--- src/design/skvt_pkg.sv ---
// skvt_pkg: shared types and constants for the small key-value table
// holds the table size, derived index widths, operation and status codes
// and the request and response word structs; no dependencies
package skvt_pkg;

  // table size and derived widths
  localparam int unsigned CAPACITY = 16;
  localparam int unsigned IDX_W    = (CAPACITY > 1) ? $clog2(CAPACITY) : 1;
  localparam int unsigned CNT_W    = $clog2(CAPACITY + 1);
  localparam int unsigned POS_W    = 5;
  localparam int unsigned CMP_W    = (CNT_W > POS_W) ? CNT_W : POS_W;
  localparam int unsigned KEY_W    = 32;
  localparam int unsigned DATA_W   = 64;

  // operation codes
  typedef enum logic [1:0] {
    OP_LOOKUP = 2'd0,
    OP_SET    = 2'd1,
    OP_REMOVE = 2'd2,
    OP_READ   = 2'd3
  } op_e;

  // result status codes
  typedef enum logic [1:0] {
    ST_OK        = 2'd0,
    ST_NOT_FOUND = 2'd1,
    ST_FULL      = 2'd2
  } status_e;

  // request word
  typedef struct packed {
    op_e               operation;
    logic [KEY_W-1:0]  key;
    logic [DATA_W-1:0] data;
    logic [POS_W-1:0]  position;
  } req_t;

  // response word
  typedef struct packed {
    status_e           status;
    logic [KEY_W-1:0]  key_out;
    logic [DATA_W-1:0] data_out;
    logic [POS_W-1:0]  next_position;
    logic [POS_W-1:0]  entry_count;
  } rsp_t;

endpackage

--- src/design/small_key_value_table.sv ---
// small_key_value_table: packed key-value table searched by linear scan
// keys and values sit in two synchronous memories driven by one sequencer
// depends on skvt_pkg for sizes, codes and the request and response structs
//
// Usage: drive req_i and raise start while busy is low; the word is taken at
// that clock edge. One response word per request appears on rsp_o for exactly
// one cycle, marked by done_o. The receiver cannot stall; busy stays high
// until the response is issued, and a new request may be taken in the cycle
// that done_o is high.
// Lookup, set and remove scan the key memory one entry per cycle through its
// single read port, pipelined against the compare, and stop at the first
// match or after the last used entry; remove then reads the last entry and
// moves it into the freed slot. Read at position reads both memories at
// that position, or answers without a memory read when the position is past
// the end. One request is in work at a time.
// Reset clears the entry count and the sequencer only; memory contents are
// never read before they are written.
module small_key_value_table (
  input  logic          clk_i,
  input  logic          rst_ni,
  input  logic          start,
  output logic          busy,
  input  skvt_pkg::req_t req_i,
  output logic          done_o,
  output skvt_pkg::rsp_t rsp_o
);

  // sequencer state codes
  localparam logic [2:0] S_IDLE   = 3'd0;
  localparam logic [2:0] S_SCAN   = 3'd1;
  localparam logic [2:0] S_RDLAST = 3'd2;
  localparam logic [2:0] S_MOVE   = 3'd3;
  localparam logic [2:0] S_RDPOS  = 3'd4;

  logic [2:0] state_q, state_d;
  logic [skvt_pkg::CNT_W-1:0] used_q, used_d;
  logic [skvt_pkg::CNT_W-1:0] iss_q, iss_d;
  logic pend_q, pend_d;
  logic [skvt_pkg::IDX_W-1:0] pend_idx_q, pend_idx_d;
  logic [skvt_pkg::IDX_W-1:0] slot_q, slot_d;
  skvt_pkg::req_t req_q;
  skvt_pkg::rsp_t rsp_q, rsp_d;
  logic done_q, done_d;

  // memory ports
  logic [skvt_pkg::KEY_W-1:0]  key_mem [skvt_pkg::CAPACITY];
  logic [skvt_pkg::DATA_W-1:0] val_mem [skvt_pkg::CAPACITY];
  logic rd_en;
  logic [skvt_pkg::IDX_W-1:0] rd_addr;
  logic [skvt_pkg::KEY_W-1:0]  key_rd_q;
  logic [skvt_pkg::DATA_W-1:0] val_rd_q;
  logic key_we, val_we;
  logic [skvt_pkg::IDX_W-1:0] wr_addr;
  logic [skvt_pkg::KEY_W-1:0]  wr_key;
  logic [skvt_pkg::DATA_W-1:0] wr_val;

  logic accept;
  logic hit, exhausted;
  logic [skvt_pkg::CMP_W-1:0] pos_ext, used_ext;
  logic [skvt_pkg::CNT_W-1:0] last_cnt;

  assign busy     = (state_q != S_IDLE);
  assign accept   = start && !busy;
  assign pos_ext  = skvt_pkg::CMP_W'(req_i.position);
  assign used_ext = skvt_pkg::CMP_W'(used_q);
  assign last_cnt = used_q - skvt_pkg::CNT_W'(1);
  assign hit       = pend_q && (key_rd_q == req_q.key);
  assign exhausted = !pend_q && (iss_q >= used_q);

  // key memory, one write and one registered read port
  always_ff @(posedge clk_i) begin
    if (key_we) begin
      key_mem[wr_addr] <= wr_key;
    end
    if (rd_en) begin
      key_rd_q <= key_mem[rd_addr];
    end
  end

  // value memory, read at the same address as the keys
  always_ff @(posedge clk_i) begin
    if (val_we) begin
      val_mem[wr_addr] <= wr_val;
    end
    if (rd_en) begin
      val_rd_q <= val_mem[rd_addr];
    end
  end

  // sequencer next state and memory control
  always_comb begin
    state_d    = state_q;
    used_d     = used_q;
    iss_d      = iss_q;
    pend_d     = pend_q;
    pend_idx_d = pend_idx_q;
    slot_d     = slot_q;
    rd_en      = 1'b0;
    rd_addr    = '0;
    key_we     = 1'b0;
    val_we     = 1'b0;
    wr_addr    = '0;
    wr_key     = req_q.key;
    wr_val     = req_q.data;
    done_d     = 1'b0;
    rsp_d.status        = skvt_pkg::ST_OK;
    rsp_d.key_out       = '0;
    rsp_d.data_out      = '0;
    rsp_d.next_position = '0;
    rsp_d.entry_count   = '0;

    unique case (state_q)
      S_IDLE: begin
        if (accept) begin
          if (req_i.operation == skvt_pkg::OP_READ) begin
            if (pos_ext < used_ext) begin
              rd_en   = 1'b1;
              rd_addr = pos_ext[skvt_pkg::IDX_W-1:0];
              state_d = S_RDPOS;
            end else begin
              // past the end: answer at once
              done_d              = 1'b1;
              rsp_d.status        = skvt_pkg::ST_NOT_FOUND;
              rsp_d.next_position = req_i.position;
            end
          end else begin
            iss_d   = '0;
            pend_d  = 1'b0;
            state_d = S_SCAN;
          end
        end
      end

      S_SCAN: begin
        if (hit) begin
          unique case (req_q.operation)
            skvt_pkg::OP_LOOKUP, skvt_pkg::OP_READ: begin
              done_d         = 1'b1;
              rsp_d.data_out = val_rd_q;
              state_d        = S_IDLE;
            end
            skvt_pkg::OP_SET: begin
              // overwrite the value in place
              val_we  = 1'b1;
              wr_addr = pend_idx_q;
              done_d  = 1'b1;
              state_d = S_IDLE;
            end
            skvt_pkg::OP_REMOVE: begin
              slot_d  = pend_idx_q;
              state_d = S_RDLAST;
            end
          endcase
        end else if (exhausted) begin
          done_d  = 1'b1;
          state_d = S_IDLE;
          if (req_q.operation == skvt_pkg::OP_SET) begin
            if (used_q >= skvt_pkg::CNT_W'(skvt_pkg::CAPACITY)) begin
              rsp_d.status = skvt_pkg::ST_FULL;
            end else begin
              // append at the end
              key_we  = 1'b1;
              val_we  = 1'b1;
              wr_addr = used_q[skvt_pkg::IDX_W-1:0];
              used_d  = used_q + skvt_pkg::CNT_W'(1);
            end
          end else begin
            rsp_d.status = skvt_pkg::ST_NOT_FOUND;
          end
        end else begin
          // issue the next key read while the previous one is compared
          if (iss_q < used_q) begin
            rd_en      = 1'b1;
            rd_addr    = iss_q[skvt_pkg::IDX_W-1:0];
            iss_d      = iss_q + skvt_pkg::CNT_W'(1);
            pend_d     = 1'b1;
            pend_idx_d = iss_q[skvt_pkg::IDX_W-1:0];
          end else begin
            pend_d = 1'b0;
          end
        end
      end

      S_RDLAST: begin
        rd_en   = 1'b1;
        rd_addr = last_cnt[skvt_pkg::IDX_W-1:0];
        state_d = S_MOVE;
      end

      S_MOVE: begin
        // last entry fills the freed slot
        key_we  = 1'b1;
        val_we  = 1'b1;
        wr_addr = slot_q;
        wr_key  = key_rd_q;
        wr_val  = val_rd_q;
        used_d  = last_cnt;
        done_d  = 1'b1;
        state_d = S_IDLE;
      end

      S_RDPOS: begin
        done_d              = 1'b1;
        rsp_d.key_out       = key_rd_q;
        rsp_d.data_out      = val_rd_q;
        rsp_d.next_position = req_q.position + skvt_pkg::POS_W'(1);
        state_d             = S_IDLE;
      end

      default: begin
        state_d = S_IDLE;
      end
    endcase

    rsp_d.entry_count = skvt_pkg::POS_W'(used_d);
  end

  // control registers
  always_ff @(posedge clk_i or negedge rst_ni) begin
    if (!rst_ni) begin
      state_q <= S_IDLE;
      used_q  <= '0;
      iss_q   <= '0;
      pend_q  <= 1'b0;
      done_q  <= 1'b0;
    end else begin
      state_q <= state_d;
      used_q  <= used_d;
      iss_q   <= iss_d;
      pend_q  <= pend_d;
      done_q  <= done_d;
    end
  end

  // payload registers
  always_ff @(posedge clk_i) begin
    if (accept) begin
      req_q <= req_i;
    end
    if (done_d) begin
      rsp_q <= rsp_d;
    end
    pend_idx_q <= pend_idx_d;
    slot_q     <= slot_d;
  end

  assign done_o = done_q;
  assign rsp_o  = rsp_q;

`ifndef ASSERT_OFF
  // entry count never exceeds the table size
  a_used_bound: assert property (@(posedge clk_i) disable iff (!rst_ni)
    used_q <= skvt_pkg::CNT_W'(skvt_pkg::CAPACITY))
    else $error("entry count above capacity");

  // a response is issued only as the sequencer returns to idle
  a_done_idle: assert property (@(posedge clk_i) disable iff (!rst_ni)
    done_o |-> (state_q == S_IDLE))
    else $error("response while sequencer busy");

  // the entry count changes only together with a response
  a_count_with_done: assert property (@(posedge clk_i) disable iff (!rst_ni)
    !$stable(used_q) |-> done_o)
    else $error("entry count changed without a response");

  // an accepted word either goes busy or answers in the next cycle
  a_accept_progress: assert property (@(posedge clk_i) disable iff (!rst_ni)
    accept |=> (busy || done_o))
    else $error("accepted word dropped");

  // the slot being refilled by remove holds a live entry
  a_move_slot: assert property (@(posedge clk_i) disable iff (!rst_ni)
    (state_q == S_MOVE) |-> (skvt_pkg::CNT_W'(slot_q) < used_q))
    else $error("remove slot outside live entries");
`endif

endmodule

--- config.mk ---
export PLATFORM = sky130hd
export DESIGN_NAME = small_key_value_table
export DESIGN_NICKNAME = d
export VERILOG_FILES = /design/src/design/skvt_pkg.sv /design/src/design/small_key_value_table.sv
export SDC_FILE = /design/constraint.sdc
export NUM_CORES = 2
export LEC_CHECK = 0
export BUFFER_PORTS_ARGS = -buffer_cell sky130_fd_sc_hd__buf_4
export CAP_MARGIN = 30
export CORE_MARGIN = 2
export CORE_UTILIZATION = 50
export DETAILED_ROUTE_END_ITERATION = 10
export MAX_ROUTING_LAYER = met4
export PLACE_DENSITY = 0.66
export SLEW_MARGIN = 30
export SYNTH_ARGS = -nofsm -noshare
export SYNTH_HDL_FRONTEND = slang
export SYNTH_SLANG_ARGS = --single-unit
--- constraint.sdc ---
create_clock -name clk_i -period 13 [get_ports clk_i]
set_input_delay 1.3 -clock clk_i [delete_from_list [all_inputs] [get_ports clk_i]]
set_output_delay 1.3 -clock clk_i [all_outputs]
set_load 0.005 [all_outputs]
# Word level (Yosys, flattened, before mapping)
# Memories as Yosys holds them, arrays and structs flattened. A register that Yosys moved wholly into a read port is not among the register bits.
# Cells that the tools add are included.
[totals] elab_cells=140 ff_bits=234 ramBits=1536 mem_count=2
[classes] eq_ne=16 bitwise_logic=2 addsub=4 order_cmp=4 reduce_logical=17 mux=79
[mem_list] name="val_mem" depth=16 word_bits=64 read_ports=1 rd_ports_with_merged_regs=1 write_ports=1 line_no="small_key_value_table.sv:47" rtl="logic [skvt_pkg::DATA_W-1:0] val_mem [skvt_pkg::CAPACITY];"
[mem_list] name="key_mem" depth=16 word_bits=32 read_ports=1 rd_ports_with_merged_regs=1 write_ports=1 line_no="small_key_value_table.sv:46" rtl="logic [skvt_pkg::KEY_W-1:0] key_mem [skvt_pkg::CAPACITY];"
[ops] cell="$mux 64" count=3
[ops] cell="$pmux 64 s2" count=1
[ops] cell="$mux 5" count=12
[ops] cell="$mux 4" count=11
[ops] cell="$eq 32x32->1" count=1
[ops] cell="$mux 32" count=1
[ops] cell="$pmux 5 s2" count=3
[ops] cell="$mux 1" count=29
[ops] cell="$add 5x1->5 const B" count=3
[ops] cell="$mux 3" count=5
[ops] cell="$pmux 4 s3" count=1
[ops] cell="$lt 5x5->1" count=2
[ops] cell="$ne 2x2->1 const B" count=5
[ops] cell="$pmux 3 s3" count=1
[ops] cell="$mux 2" count=4
[ops] cell="$pmux 4 s2" count=1
[ops] cell="$eq 2x2->1 const B" count=3
[ops] cell="$eq 3x2->1 const B" count=2
[ops] cell="$ne 3x3->1 const B" count=2
[ops] cell="$pmux 1 s2" count=3
[ops] cell="$pmux 1 s3" count=2
[ops] cell="$pmux 3 s2" count=1
[ops] cell="$reduce_and 3->1" count=2
[ops] cell="$reduce_and 6->1" count=1
[ops] cell="18 further kinds" count=23

# Longest topological paths before layout
[depth] ltp_word=8 mapped_depth=14 ltp_nobuf=11

# Worst setup path after synthesis
# OpenSTA, ideal clock, no wires.
[synth_timing] path_type="register to register" startpoint="register req_q[96] (netlist name)" endpoint="register done_q (netlist: done_o)" t_arrival_ps=9144 setup_slack_ps=2942 path_buffers=0 setup_ps=914 path_stages_with_launch=7 path_cell_list="edfxtp_1 xor2_1 nor4_1 nand3_1 nor4_4 a21oi_1 o21ai_0"
[synth_via] elab_chain_cells=4
[synth_rtl] item="start, declared" line_no="small_key_value_table.sv:41" rtl="skvt_pkg::req_t req_q;"
[synth_rtl] item="start signal, assigned" line_no="small_key_value_table.sv:238" rtl="req_q <= req_i;"
[synth_rtl] item="$eq 32x32->1" line_no="small_key_value_table.sv:67" rtl="assign hit = pend_q && (key_rd_q == req_q.key);"
[synth_rtl] item="$logic_and 1x1->1" line_no="small_key_value_table.sv:67"
[synth_rtl] item="$mux 1" line_no="small_key_value_table.sv:135" rtl="if (hit) begin"
[synth_rtl] item="$pmux 1 s3" line_no="small_key_value_table.sv:112" rtl="unique case (state_q)"
[synth_rtl] item="net done_d" line_no="small_key_value_table.sv:43" rtl="logic done_q, done_d;"
[synth_rtl] item="end signal, assigned" line_no="small_key_value_table.sv:231" rtl="done_q <= done_d;"
[synth_rtl] item="end, declared" line_no="small_key_value_table.sv:43"
# The timed path passes the listed nets, and every way through them passes these cells.
# A chain may end at the register's enable or synchronous reset.

# Worst setup path after layout
[layout_timing] startpoint="register used_q (netlist bit used_ext[2])" endpoint="register val_rd_q[21] (netlist name), read port of val_mem, data pin"
[layout_via] elab_chain_cells=5 word_cells_on_any_way=19
[layout_rtl] item="start, declared" line_no="small_key_value_table.sv:36" rtl="logic [skvt_pkg::CNT_W-1:0] used_q, used_d;"
[layout_rtl] item="start signal, assigned" line_no="small_key_value_table.sv:228" rtl="used_q <= used_d;"
[layout_rtl] item="$lt 5x5->1 (tied with other cells)" line_no="small_key_value_table.sv:172" rtl="if (iss_q < used_q) begin"
[layout_rtl] item="$mux 4 (tied with other cells)" line_no="small_key_value_table.sv:172"
[layout_rtl] item="$mux 4 (tied with other cells)" line_no="small_key_value_table.sv:154" rtl="end else if (exhausted) begin"
[layout_rtl] item="$mux 4 (tied with other cells)" line_no="small_key_value_table.sv:135"
[layout_rtl] item="$pmux 4 s3 / $pmux 1 s3 (equally long branches)" line_no="small_key_value_table.sv:112"
[layout_rtl] item="end, declared" line_no="small_key_value_table.sv:51" rtl="logic [skvt_pkg::DATA_W-1:0] val_rd_q;"
# Parallel ways exist; a longest one is shown, timed or not.

==> reports/qor.csv <==
metric,value,unit
status,completed,
start_util,0.505,
wl_per_cell,25.1,µm
slowest_stage,buf_4,
first_iter_violations,5316,
period_needed,5.41,ns
p_switching,3.19,mW
grt_pass1_wl,271,mm
postCtsHoldBufs,0,
synth_ff_type,edfxtp_1,
netlist_area,0.0727,mm²
ant_nets,0,
drc,0,
core,0.144,mm²
path_cells,inv_1 -> ha_1 -> a21oi_1 -> o21ai_0 -> a311oi_2 -> nand2_1 -> o211ai_1 -> buf_4 -> buf_12 -> buf_4 -> nand2_1 -> a32o_1 -> nor4_1,
overflow,0,
gp_congestion,0.807,
yosys_warnings,0,
cp.required,13.58,ns
row_count,139,
nFillCells,11100,
cellInternalPower,10.5,mW
synth_cell_types,64,
reg2reg_depth,13,
grt_max_degree,169,
synth-seq-cells,1866,
p_comb_frac,0.089,
grt_pass1_vias,40800,
swShare,0.234,
fin_crit_sh,0.416,
io_pins,216,
p_leak,28.3,nW
die_y,385,µm
max_slew_margin,0.282,
cts_tree,yes,
rsz0062_at_grt,false,
dieArea,0.148,mm²
finalHoldViolations,0,
antenna_found_initial,2,
via_per_inst,5.78,
cap_viol_max_count,0,
r2r-start,used_ext[2],
pwr-share-clk,0.372,
htreeDepth,4,
worstMarginPinSlew,1.08,ns
place_hpwl,93.5,mm
clock_latency,0.80,ns
yosysSeqAreaShare,0.770,
port_buffers,215,
clock_path_buffers,3,
finClkSkew,0.0358,ns
syn_inst,5136,
areaGrowthSynthToFinish,13.3,%
ctsRootBufferMaster,clkbuf_16,
fin_nets,5470,
stdcell_area,0.0823,mm²
critPathTopFamily,buffers and inverters,
diodes,0,
post_cts_buffers,0,
post_cts_resized,0,
crit_fanout,166,
die_x,385,µm
fmax,0.185,GHz
setup_viol,0,
max-vdd-ir-drop,0.000145,V
numCtsBuffers,183,
slew_violations,0,
cts.sinks,1866,
syn_avg_cell_area,14.1,µm²
p_seq_frac,0.540,
end_kind,register,
drtPass1Iterations,5,
hold_path_class,in -> async,
cp.buffers_inverters,4,
r2r_end,val_rd_q[21],
postPlaceCellArea,0.0766,mm²
p_per_area,166,mW/mm²
wirelength,186,mm
synth_enable_flop_cells,1851,
regToRegSetupSlack,7.59,ns
vias,42800,
worst_setup_path_start_kind,register,
worstSetupPathType,reg -> reg,
setup_tns,0,ns
arrival,5.99,ns
layout-drive-gt1-share,0.116,
syn_nets,5258,
grtUsageTotal,0.257,
async_flop_share,0.00804,
slowest_delay,0.84,ns
clk_pin_slew,0.06,ns
[power groups by stage]
stage	Clock, mW	Sequential [mW]	Combinational [mW]
2_1_floorplan	0	7.49	0.567
3_3_place_gp	0	7.49	1.19
3_5_place_dp	0	7.49	1.22
4_1_cts	5.15	7.37	1.22
5_1_grt	5.39	7.39	1.32
6_report	5.07	7.37	1.21
[kinds of logic (layout without fill, tap and decap cells)]
kind of cell,count (synthesis),after routing,synth area share
AND/OR/NAND/NOR,2359,2359,0.143
XOR/XNOR,38,38,0.00458
multiplexers,100,100,0.0138
buffers and inverters,297,656,0.0186
adder cells (fa/ha/maj),16,16,0.00275
AO/OA/AOI/OAI,460,460,0.0470
flip-flops,1866,1866,0.770
[stage by stage]
step	worst slack, ns	hold WS (ns)	power (mW)	utilization	instances
2_1_floorplan	2.94	0.427	8.06	-	5136
3_3_place_gp	7.01	0.435	8.68	0.531	7059
3_5_place_dp	6.84	0.446	8.71	0.532	7066
4_1_cts	7.59	0.326	13.7	0.572	7398
5_1_grt	7.27	0.351	14.1	0.572	7398
6_report	7.59	0.376	13.7	0.572	7398
[per-layer routing]
layer / part of all wire / GRT usage / wire, µm / vias to the layer above
met1: 0.42 / 0.364 / 78100 / 21300
met4: 0.020 / 0.0633 / 3710 / 0
met5: 0 / - / 0 / -
li1: - / - / - / 19200
met3: 0.091 / 0.0431 / 17000 / 273
met2: 0.47 / 0.391 / 86800 / 2023
[sequential cells by signal (all words and copies together), names as in the netlist]
signal      cells
rsp_o         108
iss_q           5
used_ext        5
state_q         3
req_q         103
pend_idx_q      4
val_rd_q       64
slot_q          4
pend_q          1
done_o          1
key_rd_q       32
val_mem      1024
key_mem       512
[layout make-up]
class / count / area [µm²] / area share
timing repair buffer: 308 / 2530 / 0.0307
clock inverter: 99 / 847 / 0.0103
tap: 1903 / 2380 / 0.0289
clock buffer: 233 / 4830 / 0.0587
sequential: 1866 / 56000 / 0.680
inverter: 16 / 60.1 / 0.000729
multi-input combinational: 2973 / 15700 / 0.191
[cells in the final DEF, fill, tap and decap left out, types with 4 or more instances in the layout]
cell / netlist / final
nand2b_1: 8 / 8
inv_6: 0 / 4
nor4_2: 41 / 41
nor2_4: 1 / 33
o21ai_1: 4 / 4
buf_16: 0 / 6
a21oi_1: 16 / 16
xnor2_1: 8 / 8
clkbuf_16: 0 / 186
xor2_1: 30 / 30
ha_1: 16 / 16
edfxtp_1: 1851 / 1851
buf_4: 15 / 290
o21ai_0: 110 / 109
nor2_1: 624 / 592
clkinv_2: 0 / 23
a32o_1: 97 / 97
mux2i_1: 98 / 98
nor4_1: 66 / 65
nand2_1: 1092 / 1089
nand4_1: 5 / 5
nor3_1: 10 / 10
a211oi_1: 99 / 99
dfrtp_1: 15 / 15
inv_1: 16 / 16
buf_6: 7 / 6
buf_12: 0 / 6
o211ai_1: 97 / 97
a21o_1: 9 / 9
nand3_1: 295 / 295
and2_1: 131 / 130
bufinv_16: 0 / 13
clkinv_1: 0 / 51
clkbuf_1: 158 / 47
nor2b_1: 68 / 67
[worst max path at each step]
stage	start	endpoint	cells past startpoint
floorplan	req_q[96]	done_o	6
global placement	req_i[2]	val_rd_q[22]	13
detailed placement	req_i[2]	val_rd_q[24]	13
CTS	req_q[94]	key_rd_q[30]	12
global route	used_ext[2]	val_rd_q[7]	14
finish	used_ext[2]	val_rd_q[21]	13
[synth_stat cells, types with 3 or more instances]
cell / count / area (µm²)
nor4_2: 41 / 513
or3_1: 3 / 18.8
nand4_1: 5 / 31.3
and2_1: 131 / 820
nor3_1: 10 / 50.1
o211ai_1: 97 / 728
nand3_1: 295 / 1480
a21o_1: 9 / 67.6
buf_4: 15 / 113
nor2b_1: 68 / 425
nor4_1: 66 / 413
inv_1: 16 / 60.1
a22o_1: 3 / 26.3
a31oi_1: 3 / 18.8
ha_1: 16 / 200
a32o_1: 97 / 971
a211oi_1: 99 / 743
mux2i_1: 98 / 981
dfrtp_1: 15 / 375
buf_2: 100 / 500
nand2_1: 1092 / 4100
buf_6: 7 / 78.8
xor2_1: 30 / 263
o21ai_1: 4 / 20.0
o21ai_0: 110 / 551
xnor2_1: 8 / 70.1
clkbuf_1: 158 / 593
a2111o_1: 3 / 33.8
nor2_1: 624 / 2340
edfxtp_1: 1851 / 55600
a21oi_1: 16 / 80.1
nand2b_1: 8 / 50.1
(Power assumes the default switching activity.)
